==> src/rtl/gaussian_orbital_value_eval_assert.svh <==
// Assertion macros shared by the orbital evaluator RTL
`ifndef GAUSSIAN_ORBITAL_VALUE_EVAL_ASSERT_SVH
`define GAUSSIAN_ORBITAL_VALUE_EVAL_ASSERT_SVH

// same-cycle implication, checked out of reset
`define GOVE_ASSERT_NOW(lbl, clk, rst, ante, cons, msg) \
  lbl: assert property (@(posedge clk) disable iff (rst) (ante) |-> (cons)) else $error(msg);

// next-cycle implication, checked out of reset
`define GOVE_ASSERT_NEXT(lbl, clk, rst, ante, cons, msg) \
  lbl: assert property (@(posedge clk) disable iff (rst) (ante) |=> (cons)) else $error(msg);

`endif

==> src/rtl/gove_pkg.sv <==
// Types, constants and arithmetic helpers for the orbital evaluator
`default_nettype none
package gove_pkg;

  localparam logic [1:0] CMD_LOAD_PRIM  = 2'd0;
  localparam logic [1:0] CMD_LOAD_XFORM = 2'd1;
  localparam logic [1:0] CMD_EVAL       = 2'd2;

  localparam logic [2:0] CFG_CENTER_X   = 3'd0;
  localparam logic [2:0] CFG_CENTER_Y   = 3'd1;
  localparam logic [2:0] CFG_CENTER_Z   = 3'd2;
  localparam logic [2:0] CFG_ANGULAR    = 3'd3;
  localparam logic [2:0] CFG_PURE       = 3'd4;
  localparam logic [2:0] CFG_PRIM_COUNT = 3'd5;

  localparam int         XFORM_DEPTH = 135;
  localparam logic [7:0] XFORM_COLS  = 8'd15;

  localparam logic [61:0]        MAG_CAP = 62'h2000000000000000;
  localparam logic signed [62:0] ONE_Q24 = 63'sh1000000;

  typedef struct packed {
    logic        start;
    logic [63:0] a;
    logic [63:0] b;
  } mul_req_t;

  typedef struct packed {
    logic         done;
    logic [127:0] prod;
  } mul_rsp_t;

  // factorial reciprocals in Q.30
  function automatic logic [30:0] inv_fact(input logic [3:0] n);
    logic [30:0] r;
    case (n)
      4'd0:    r = 31'd1073741824;
      4'd1:    r = 31'd1073741824;
      4'd2:    r = 31'd536870912;
      4'd3:    r = 31'd178956971;
      4'd4:    r = 31'd44739243;
      4'd5:    r = 31'd8947849;
      4'd6:    r = 31'd1491308;
      4'd7:    r = 31'd213044;
      4'd8:    r = 31'd26631;
      4'd9:    r = 31'd2959;
      4'd10:   r = 31'd296;
      default: r = 31'd0;
    endcase
    return r;
  endfunction

  function automatic logic [3:0] cart_count(input logic [2:0] l);
    logic [3:0] r;
    case (l)
      3'd0:    r = 4'd1;
      3'd1:    r = 4'd3;
      3'd2:    r = 4'd6;
      3'd3:    r = 4'd10;
      default: r = 4'd15;
    endcase
    return r;
  endfunction

  function automatic logic [31:0] abs33(input logic signed [32:0] x);
    logic [32:0] t;
    t = x[32] ? 33'(-x) : 33'(x);
    return t[31:0];
  endfunction

  function automatic logic [31:0] abs32(input logic signed [31:0] x);
    return x[31] ? 32'(-x) : 32'(x);
  endfunction

  function automatic logic [61:0] abs63(input logic signed [62:0] x);
    logic [62:0] t;
    t = x[62] ? 63'(-x) : 63'(x);
    return t[61:0];
  endfunction

  // (a*b)>>24 on magnitudes, capped at 2^61, sign applied
  function automatic logic signed [62:0] smul_val(input logic [127:0] prod, input logic neg);
    logic [61:0] mag;
    mag = (|prod[127:85]) ? MAG_CAP : {1'b0, prod[84:24]};
    return neg ? -$signed({1'b0, mag}) : $signed({1'b0, mag});
  endfunction

  function automatic logic signed [62:0] clamp_cap(input logic signed [63:0] x);
    logic signed [63:0] cap;
    cap = $signed({2'b00, MAG_CAP});
    if (x > cap) return 63'(cap);
    if (x < -cap) return 63'(-cap);
    return 63'(x);
  endfunction

  function automatic logic [31:0] sat32(input logic signed [62:0] x);
    if (x > 63'sd2147483647) return 32'h7fffffff;
    if (x < -63'sd2147483648) return 32'h80000000;
    return x[31:0];
  endfunction

endpackage
`default_nettype wire

==> src/rtl/gove_mul.sv <==
// Shared 64x64 unsigned multiplier built from four 32x32 partial products
`default_nettype none
module gove_mul (
  input  wire logic              clk,
  input  wire logic              rst,
  input  wire gove_pkg::mul_req_t req,
  output gove_pkg::mul_rsp_t      rsp
);

  localparam logic [2:0] LAST_STEP = 3'd4;

  logic [63:0]  a_r, b_r, pp, pp_next;
  logic [127:0] acc, pp_shifted;
  logic [2:0]   cnt;
  logic [1:0]   psh;
  logic         run, done;
  logic [31:0]  a_half, b_half;

  always_comb begin
    a_half  = cnt[1] ? a_r[63:32] : a_r[31:0];
    b_half  = cnt[0] ? b_r[63:32] : b_r[31:0];
    pp_next = 64'(a_half) * 64'(b_half);
    case (psh)
      2'd0:    pp_shifted = {64'd0, pp};
      2'd1:    pp_shifted = {32'd0, pp, 32'd0};
      2'd2:    pp_shifted = {pp, 64'd0};
      default: pp_shifted = 128'd0;
    endcase
  end

  always_ff @(posedge clk) begin
    if (rst) begin
      run  <= 1'b0;
      done <= 1'b0;
      cnt  <= 3'd0;
    end else begin
      done <= 1'b0;
      if (req.start) begin
        a_r <= req.a;
        b_r <= req.b;
        acc <= 128'd0;
        cnt <= 3'd0;
        run <= 1'b1;
      end else if (run) begin
        if (cnt != LAST_STEP) begin
          pp  <= pp_next;
          psh <= {1'b0, cnt[1]} + {1'b0, cnt[0]};
        end
        // accumulate the partial product held in the pp register
        if (cnt != 3'd0) begin
          acc <= acc + pp_shifted;
        end
        if (cnt == LAST_STEP) begin
          run  <= 1'b0;
          done <= 1'b1;
        end
        cnt <= cnt + 3'd1;
      end
    end
  end

  assign rsp.done = done;
  assign rsp.prod = acc;

endmodule
`default_nettype wire

==> config.mk <==
export PLATFORM = sky130hd
export DESIGN_NAME = gove_mul
export DESIGN_NICKNAME = d
export VERILOG_FILES = /design/src/rtl/gaussian_orbital_value_eval_assert.svh /design/src/rtl/gove_pkg.sv /design/src/rtl/gove_mul.sv
export SDC_FILE = /design/constraint.sdc
export NUM_CORES = 2
export LEC_CHECK = 0
export BUFFER_PORTS_ARGS = -buffer_cell sky130_fd_sc_hd__buf_4
export CORE_MARGIN = 5
export CORE_UTILIZATION = 49
export DETAILED_ROUTE_END_ITERATION = 10
export HOLD_SLACK_MARGIN = 0.02
export PLACE_DENSITY = 0.67
export SYNTH_ARGS = -nofsm -noshare
export SYNTH_HDL_FRONTEND = slang
export SYNTH_SLANG_ARGS = --single-unit
==> constraint.sdc <==
create_clock -name clk -period 13.43 [get_ports clk]
set_clock_uncertainty 0.05 [all_clocks]
set_input_delay 0 -clock clk [delete_from_list [all_inputs] [get_ports clk]]
set_output_delay 0 -clock clk [all_outputs]
set_load 0.005 [all_outputs]
==> impl_metrics.ini <==
[floorplanning]
die_x_microns = 341
die_h_microns = 341
fp-row-count = 121
dieArea_sq_um = 116000
ioPinCount = 260
initial_core_util_pct = 49.3
fp.coreArea_sq_um = 109000

[placed_design]
port_buffers = 259
place.gp.congestion = 1.00
post-dp-hpwl_microns = 152000

[yosys]
synth-main-ff-cell = edfxtp_1
synthCells = 5881
ys_async_sr_fraction_pct = 0
yosysUniqueCellTypes = 90
ys_warn_count = 0
synth_edf_count = 322
seq_area_frac_synth_pct = 18.2
syn_nets = 7301
avgSynthCellArea_sq_um = 9.13
synth.ff_latch_count = 327
syn_area_sq_um = 53700

[routing]
routed-wl-met2_microns = 84400
via_count = 44600
drt_iter0_markers = 4477
wl_met1_microns = 75600
vias_per_cell = 5.89
wire_per_inst_microns = 25.8
firstDrtPassIters = 6
wl_microns = 196000
wl_met3_microns = 21800
ant_nets = 0
highest_layer = met4
drc = 0

[global_route]
grt.overflow.total = 0
grt_pass1_vias = 46000
grt_first_pass_wirelength_microns = 291000
track_usage_pct = 33.4
antenna_found_initial = 1
grt_max_degree = 129

[final_layout]
seq_area_sq_um = 9780
fill_cells = 9704
drive_gt1_share_pct = 8.81
multi_input_area_sq_um = 39600
syn_to_final_growth_pct = 11.9
fin_nets = 7553

[worst_setup_path]
required_ns = 13.82
start_kind = flop
cp_top_family = adder cells
worstPathArrival_ns = 10.31
max_stage_delay_ns = 0.85
worstPathMaxFanout = 46
endpoint_kind = flop
cpMostUsedCell = fa_1
slowest_stage = dfxtp_4
critPathKind = flop to flop
cp_num_buf_inv = 6

[sta]
fin_setup_tns_ns = 0
period_share_pct = 73.8
hold_viol_final = 0
fmax_ghz = 0.101
rsz0062_at_grt = false
relSlewSlack_pct = 19.4
setup_viol_count_final = 0
worst-slew-pin-transition_ns = 1.18
slew_viol_final = 0
layout_min_cycle_time_ns = 9.91

[clock_tree]
root_buffer = clkbuf_16
cts_max_level = 2
cts_tree = built
cts.sinks = 327
cts-buffers-inserted = 39
cts.repair.resized = 0
clk_pin_slew_ns = 0.06
clockBufferDepth = 3
clock_latency_ns = 0.64

[job]
drv_cap = 0

[hold_path]
min_path_type = primary input to flop

[outcome]
status = finished clean
==> synth_stat cells (19+ instances only) <==
library cell  count  area share, %
nand2_1         645            4.5
nor4_1           19           0.22
clkbuf_1        257            1.8
fa_1            897             33
o21bai_1         53           0.74
mux2_2           53            1.1
ha_1            392            9.1
o21ai_1          19           0.18
edfxtp_1        322             18
nor3_1           62           0.58
and2_1           70           0.82
a21o_1           87            1.2
o21ai_0         139            1.3
inv_1           937            6.6
nand2b_1         23           0.27
xor2_1           63            1.0
xnor2_1          91            1.5
mux2i_1         102            1.9
nor2_1          861            6.0
nand3_1          46           0.43
a31oi_1          33           0.38
o31ai_1          20           0.28
nor2b_1          30           0.35
nand4_1          83           0.97
a21oi_1         273            2.5
o21a_1           25           0.35
a22o_1           32           0.52
==> metal layers <==
metal  vias to the layer above  GRT usage, %
li1                      19400             -
met2                      2650          51.3
met5                         -             0
met1                     22000          44.0
met3                       641          8.23
met4                         0          17.6
==> logic make-up after synthesis <==
family	share of synthesized area [%]
xor+xnor	2.51
flops	18.2
buf+inv	8.62
mux	3.29
simple gates	15.3
compound gates	9.45
fa+ha+maj	42.6
==> cell type report <==
class	instances	area share [%]
clock buffer	44	1.66
clock inverter	24	0.477
inverter	937	5.85
antenna	1	0.00417
tap	1414	2.94
sequential	327	16.3
multi-input combinational	4328	65.9
timing repair buffer	500	6.94
==> worst paths after layout <==
path / startpoint / to / slack, ns / cells past startpoint
worst max-delay path: cnt[0]$_SDFFE_PN0P_ / pp[60]$_DFFE_PP_ / 3.52 / 27
worst min-delay path: req[88] / a_r[24]$_DFFE_PP_ / 0.05 / 2
worst max register to register: cnt[0]$_SDFFE_PN0P_ / pp[60]$_DFFE_PP_ / 3.52 / 27
worst min register to register: cnt[2]$_SDFFE_PN0P_ / done$_SDFF_PP0_ / 0.53 / 2
==> flip-flops by register name, indices dropped and copies added (netlist names) <==
name,flops
b_r,64
a_r,64
pp,64
acc,128
run,1
done,1
cnt,3
psh,2
==> metrics by stage <==
step | hold WS [ns] | utilization, % | instances | setup slack [ns] | area (sq um)
2_1_floorplan | 0.0489 | - | 5881 | 4.73 | 53700
3_3_place_gp | 0.128 | 52.5 | 7345 | 3.45 | 57200
6_report | 0.0472 | 55.2 | 7575 | 3.52 | 60100
5_1_grt | 0.0436 | 55.2 | 7574 | 3.21 | 60100
3_5_place_dp | 0.129 | 52.5 | 7345 | 3.62 | 57200
4_1_cts | 0.0211 | 55.2 | 7574 | 3.60 | 60100
==> placed cells by master, fill, tap and decap left out, types with 33 or more instances in the layout <==
cell type,netlist,layout
nand2_1,645,645
inv_1,937,937
mux2i_1,102,56
nor2_1,861,859
xor2_1,63,63
a31oi_1,33,33
o21bai_1,53,53
mux2_2,53,54
dlygate4sd3_1,0,161
nand3_1,46,46
buf_4,1,338
ha_1,392,392
fa_1,897,897
nand4_1,83,83
nor3_1,62,61
a21o_1,87,87
xnor2_1,91,91
a21oi_1,273,273
and2_1,70,70
o21ai_0,139,139
mux2i_2,0,37
edfxtp_1,322,322
clkbuf_16,0,39
==> timing repair <==
| action | CTS | global route |
|---|---|---|
| buffers inserted | 0 | 0 |
| endpoints found under the hold margin | 133 | 0 |
| hold buffers | 161 | 0 |
Power is left out: the tool's default activity adds up to more than one toggle a clock period on the data nets, which glitch-free logic cannot reach.
