### src/rtl/gaussian_orbital_value_eval_assert.svh
// Assertion macros shared by the orbital evaluator RTL
`ifndef GAUSSIAN_ORBITAL_VALUE_EVAL_ASSERT_SVH
`define GAUSSIAN_ORBITAL_VALUE_EVAL_ASSERT_SVH

// same-cycle implication, checked out of reset
`define GOVE_ASSERT_NOW(lbl, clk, rst, ante, cons, msg) \
  lbl: assert property (@(posedge clk) disable iff (rst) (ante) |-> (cons)) else $error(msg);

// next-cycle implication, checked out of reset
`define GOVE_ASSERT_NEXT(lbl, clk, rst, ante, cons, msg) \
  lbl: assert property (@(posedge clk) disable iff (rst) (ante) |=> (cons)) else $error(msg);

`endif

### src/rtl/gove_ram.sv
// Generic single-write, single-read RAM with registered read data
`default_nettype none
module gove_ram #(
  parameter int WIDTH = 32,
  parameter int DEPTH = 16,
  parameter int AW = (DEPTH > 1) ? $clog2(DEPTH) : 1
) (
  input  wire logic             clk,
  input  wire logic             we,
  input  wire logic [AW-1:0]    waddr,
  input  wire logic [WIDTH-1:0] wdata,
  input  wire logic             re,
  input  wire logic [AW-1:0]    raddr,
  output logic      [WIDTH-1:0] rdata
);

  logic [WIDTH-1:0] mem [DEPTH];

  always_ff @(posedge clk) begin
    if (we) begin
      mem[waddr] <= wdata;
    end
    if (re) begin
      rdata <= mem[raddr];
    end
  end

endmodule
`default_nettype wire

### config.mk
export PLATFORM = sky130hd
export DESIGN_NAME = gove_ram
export DESIGN_NICKNAME = d
export VERILOG_FILES = /design/src/rtl/gaussian_orbital_value_eval_assert.svh /design/src/rtl/gove_ram.sv
export SDC_FILE = /design/constraint.sdc
export NUM_CORES = 1
export LEC_CHECK = 0
export BUFFER_PORTS_ARGS = -buffer_cell sky130_fd_sc_hd__buf_2
export CAP_MARGIN = 0
export CORE_MARGIN = 2
export CORE_UTILIZATION = 48
export DETAILED_ROUTE_END_ITERATION = 7
export PLACE_DENSITY = 0.75
export SKIP_LAST_GASP = 1
export SLEW_MARGIN = 30
export SYNTH_ARGS = -nofsm -noshare
export SYNTH_HDL_FRONTEND = slang
export SYNTH_SLANG_ARGS = --single-unit
### constraint.sdc
create_clock -name clk -period 7.6 [get_ports clk]
set_clock_uncertainty 0.05 [all_clocks]
set_input_delay 1.14 -clock clk [delete_from_list [all_inputs] [get_ports clk]]
set_output_delay 1.14 -clock clk [all_outputs]
set_load 0.005 [all_outputs]
==> results of run 1 <==
==> routing by layer <==
layer	GRT usage, %	part of all wire (%)	vias to the layer above
met4	4.48	1.5	4
met3	3.58	7.3	55
met1	25.9	39	4886
met5	0	0.062	-
met2	34.3	52	372
li1	-	-	3822
==> cells in the final DEF, fill, tap and decap left out <==
cell type,instances
nand3_1,1
clkinvlp_4,2
buf_4,23
buf_6,1
clkinv_2,8
nor2b_4,2
mux4_2,128
clkbuf_16,53
edfxtp_1,544
clkbuf_1,15
buf_16,1
nor2_4,13
inv_6,3
diode_2,1
nor3_2,4
nand2_1,33
clkbuf_8,1
bufinv_16,3
or3b_2,1
nand3b_1,2
a22oi_1,64
nand2b_1,2
buf_2,71
and2_4,1
clkinv_1,11
==> sequential cells by signal, indices dropped and copies added (netlist names) <==
signal and cells:
rdata 32, mem 512
==> cell families (layout without fill, tap and decap cells) <==
group                  after synthesis  after routing
AOI/OAI and AO/OA                   64             64
buffers and inverters               43            192
muxes                              128            128
and+or+nand+nor                     59             59
DFF                                544            544
other                                0              1
==> metrics by stage <==
step | hold WS (ns) | area, µm²
global placement | 0.673 | 21300
floorplan | 0.660 | 20200
global route | 0.721 | 22900
CTS | 0.684 | 22900
detailed placement | 0.677 | 21300
finish | 0.684 | 22900
==> power by group through the flow <==
stage	sequential, mW	combinational [mW]	clock (mW)
floorplan	3.46	0.161	0
global placement	3.46	0.273	0
detailed placement	3.46	0.282	0
CTS	3.40	0.284	2.47
global route	3.41	0.304	2.58
finish	3.40	0.281	2.43
==> cell type report <==
cell class	count	area [µm²]	area share [%]
clock buffer	68	1380	6.03
multi-input combinational	251	3750	16.4
sequential	544	16300	71.2
timing repair buffer	97	581	2.53
tap	539	674	2.94
antenna	1	2.50	0.0109
clock inverter	27	213	0.927
==> worst paths after layout <==
kind | startpoint | endpoint | cells past startpoint
min | mem[14][2] | rdata[2] | 3
max reg2reg | mem[2][24] | rdata[24] | 3
min reg2reg | mem[14][2] | rdata[2] | 3
max | raddr[1] | rdata[24] | 5
==> tightest hold or removal path, stage by stage (launching register included) <==
cell	delay [ns]
edfxtp_1	0.31
mux4_2	0.22
a22oi_1	0.06
nand2_1	0.05
==> impl_metrics.json, run 1 <==
{
  "outcome": "finished clean",
  "drv_slew": 0,
  "cts_resized": 0,
  "dp_cells": 1430,
  "post-place-ws_ns": 3.76,
  "ys_seq_area_share_pct": 81.0,
  "ant_nets": 0,
  "synth_largest_area_cell": "edfxtp_1",
  "required_ns": 7.86,
  "muxShareOfSynthArea_pct": 14.3,
  "synthAdderAreaFrac_pct": 0,
  "wire_per_inst_um": 27.6,
  "rows": 75,
  "pwr_density_cell_nw_per_um2": 267,
  "crit_arrival_ns": 3.33,
  "drc_errors": 0,
  "layout-drive-gt1-share_pct": 31.9,
  "path_clk_slew_ns": 0.06,
  "hold_viol_final": 0,
  "synth_compound_area_share_pct": 2.38,
  "cts.sinks": 544,
  "initial_utilization_pct": 48.3,
  "async_flop_share_pct": 0,
  "yosys-top-cells-count": "edfxtp_1 (544), mux4_2 (128), a22oi_1 (64), nand2_1 (33), clkbuf_1 (17)",
  "hp-class": "register to register",
  "htreeDepth": 2,
  "end_kind": "register",
  "slew_headroom_pct": 45.7,
  "vias_per_cell": 5.98,
  "ios": 75,
  "swShare_pct": 20.2,
  "min_period_ns": 3.07,
  "synthFlopType": "edfxtp_1",
  "avgSynthCellArea_um2": 24.1,
  "place_hpwl_um": 19200,
  "reg2reg_slack_ns": 6.07,
  "fmax_mhz": 325,
  "syn-num-nets": 881,
  "layout.nets": 989,
  "die_w_um": 209,
  "path_cells": "buf_6 -> buf_4 -> mux4_2 -> a22oi_1 -> nand2_1",
  "hold_buffers": 0,
  "clkPwrFrac_pct": 39.8,
  "area_delta_synth_final_pct": 13.7,
  "grt_pass1_wl_um": 62600,
  "yosysTopAreaCellShare_pct": 81.0,
  "cp_max_fo": 76,
  "yosysUniqueCellTypes": 17,
  "core-area_um2": 41800,
  "final_util_pct": 54.9,
  "clk_path_buf_depth": 3,
  "cp_slowest_cell": "buf_4",
  "synth_seq_cells": 544,
  "track_usage_pct": 19.6,
  "vias": 9139,
  "grt_pass1_vias": 9623,
  "fin_ws_ns": 4.53,
  "die_y_um": 209,
  "power_frac_seq_pct": 55.6,
  "antenna_found_initial": 3,
  "wirelength_um": 42100,
  "insertion_delay_ns": 0.57,
  "synthCells": 838,
  "rsz0062_at_grt": "no",
  "drt_first_pass_iters": 5,
  "grt_overflow_total": 0,
  "fill_cells": 2963,
  "synth_most_common_cell": "edfxtp_1",
  "drt-initial-drc-count": 979,
  "yosysWarningCount": 0,
  "critical_path_class": "input port to register",
  "die-area_um2": 43700,
  "grt_max_degree": 77,
  "drv_cap": 0,
  "synth_xor_area_share_pct": 0,
  "cts_buffers": 52,
  "fin_crit_sh_pct": 40.4,
  "yosys.area_share.simple_pct": 1.25,
  "combPwrFrac_pct": 4.6,
  "synth_edf_count": 544,
  "cts_root_buf": "clkbuf_16",
  "post_cts_buffers": 0,
  "power_leakage_nw": 7.28,
  "gp_congestion": 0.689,
  "peakVddDrop_uv": 158,
  "synth_top_family_by_area": "multiplexers",
  "io_buffers": 74,
  "cts_tree": "done",
  "instances_no_fill": 1527,
  "setup_violations": 0,
  "cp_top_family": "buffers and inverters",
  "netlist_area_um2": 20200,
  "switching_power_mw": 1.24,
  "p_int_mw": 4.88,
  "crit_path_max_incr_delay_ns": 0.75,
  "tightest_slew_ns": 0.815,
  "finalPower_mw": 6.12,
  "yosys-top-cells-area": "edfxtp_1 (81%), mux4_2 (14%), a22oi_1 (2.4%)",
  "crit_buf_inv": 2,
  "setup_tns_ns": 0,
  "start_kind": "input port"
}
Note: power is estimated with default switching activity, not from simulation.
==> run 2, diff against run 1 <==
--- a/config.mk
+++ b/config.mk
@@ -10,7 +10,7 @@
 export CORE_MARGIN = 2
 export CORE_UTILIZATION = 48
 export DETAILED_ROUTE_END_ITERATION = 7
-export PLACE_DENSITY = 0.75
+export PLACE_DENSITY = 0.78
 export SKIP_LAST_GASP = 1
 export SLEW_MARGIN = 30
 export SYNTH_ARGS = -nofsm -noshare
==> constraint.sdc (replaced) <==
create_clock -name clk -period 2.7 [get_ports clk]
set_clock_uncertainty 0.05 [all_clocks]
set_input_delay 0.405 -clock clk [delete_from_list [all_inputs] [get_ports clk]]
set_output_delay 0.405 -clock clk [all_outputs]
set_load 0.005 [all_outputs]
==> impl_metrics.json, run 2 (synthesis results as in run 1) <==
{
  "outcome": "finished clean",
  "regMostFlops": "mem",
  "grt_max_degree": 41,
  "wirelength_um": 44000,
  "drc_errors": 0,
  "post_cts_buffers": 0,
  "crit_buf_inv": 1,
  "crit_arrival_ns": 1.21,
  "ios": 75,
  "drv_slew": 0,
  "min_period_ns": 1.67,
  "whs_ns": 0.154,
  "cts_root_buf": "clkbuf_16",
  "vias": 9334,
  "rows": 75,
  "final_cell_mix": "edfxtp_1 (544), mux4_2 (128), buf_2 (72)",
  "area_delta_synth_final_pct": 15.1,
  "peakVddDrop_uv": 440,
  "cts_resized": 0,
  "hold_viol_final": 0,
  "layout-drive-gt1-share_pct": 32.3,
  "grt_pass1_vias": 9801,
  "setup_tns_ns": 0,
  "tightest_slew_ns": 0.728,
  "end_kind": "output pin",
  "place_area_um2": 21700,
  "ant_nets": 0,
  "vias_per_cell": 6.08,
  "fill_cells": 2940,
  "critical_path_class": "register to output pin",
  "core-area_um2": 41800,
  "largest_reg_flops": 512,
  "hp-class": "input port to register",
  "track_usage_pct": 20.4,
  "required_ns": 2.25,
  "insertion_delay_ns": 0.57,
  "pwr_density_cell_nw_per_um2": 740,
  "fin_crit_sh_pct": 61.8,
  "drt-initial-drc-count": 1146,
  "gp_congestion": 0.708,
  "largest_registers": "mem (512), rdata (32)",
  "grt_overflow_total": 0,
  "final_common_cell": "edfxtp_1",
  "setup_violations": 0,
  "grt_pass1_wl_um": 64600,
  "htreeDepth": 2,
  "path_clk_slew_ns": 0.06,
  "cp_slowest_cell": "edfxtp_1",
  "initial_utilization_pct": 48.3,
  "fmax_mhz": 599,
  "drt_first_pass_iters": 5,
  "design_area_um2": 23200,
  "cp_max_fo": 1,
  "power_leakage_nw": 7.38,
  "slew_headroom_pct": 51.5,
  "cts.sinks": 544,
  "crit_path_max_incr_delay_ns": 0.47,
  "drv_cap": 0,
  "place_hpwl_um": 21300,
  "cts_tree": "done",
  "die_y_um": 209,
  "cts_buffers": 51,
  "rsz0062_at_grt": "no",
  "cp_top_family": "flip-flops",
  "antenna_found_initial": 7,
  "wire_per_inst_um": 28.6,
  "die_w_um": 209,
  "clk_path_buf_depth": 3,
  "hold_buffers": 0,
  "path_cells": "buf_2",
  "start_kind": "register",
  "die-area_um2": 43700,
  "io_buffers": 74,
  "layout.nets": 998
}
[run 2: changes by cell type in the layout (fill, tap and decap cells not counted), sizes merged]
cell,previous run,this run
clkinvlp,2,0
diode,1,4
clkbuf,69,64
clkinv,19,21
buf,96,106
[run 2: cell type report]
class	instances	area (µm²)	share of cell area (%)
sequential	544	16300	70.3
multi-input combinational	251	3780	16.3
clock buffer	63	1340	5.78
timing repair buffer	107	867	3.73
tap	539	674	2.90
clock inverter	27	220	0.948
antenna	4	10.0	0.0431
[run 2: worst paths after layout]
path	slack [ns]	end	start	depth (start not counted)
hold reg to reg	0.70	rdata[19]	mem[12][19]	3
hold / removal	0.15	mem[1][15]	wdata[15]	1
setup / recovery	1.03	rdata[18]	rdata[18]	1
setup reg to reg	1.10	rdata[19]	mem[2][19]	3
[run 2: metrics by stage]
stage                     utilization (%)  instances  power [mW]  setup slack [ns]
after floorplan                         -        838        10.2           -0.0630
after global placement               51.9       1441        10.5             0.492
after detailed placement             51.9       1441        10.6             0.469
after CTS                            55.6       1531        17.3              1.02
after global routing                 55.6       1532        17.6             0.927
final                                55.6       1535        17.2              1.03
[run 2: where the power goes]
group	internal, mW	switching, mW	total [mW]
clock	3.81	2.96	6.77
sequential	9.51	0.0610	9.57
combinational	0.347	0.489	0.836
total	13.7	3.51	17.2
[run 2: per-layer routing]
layer | vias up | GRT usage (%) | wire length [µm]
met5 | - | 0 | 39
met4 | 6 | 7.76 | 1440
met3 | 100 | 4.34 | 3710
met2 | 453 | 33.8 | 22400
met1 | 4926 | 26.9 | 16400
li1 | 3849 | - | -
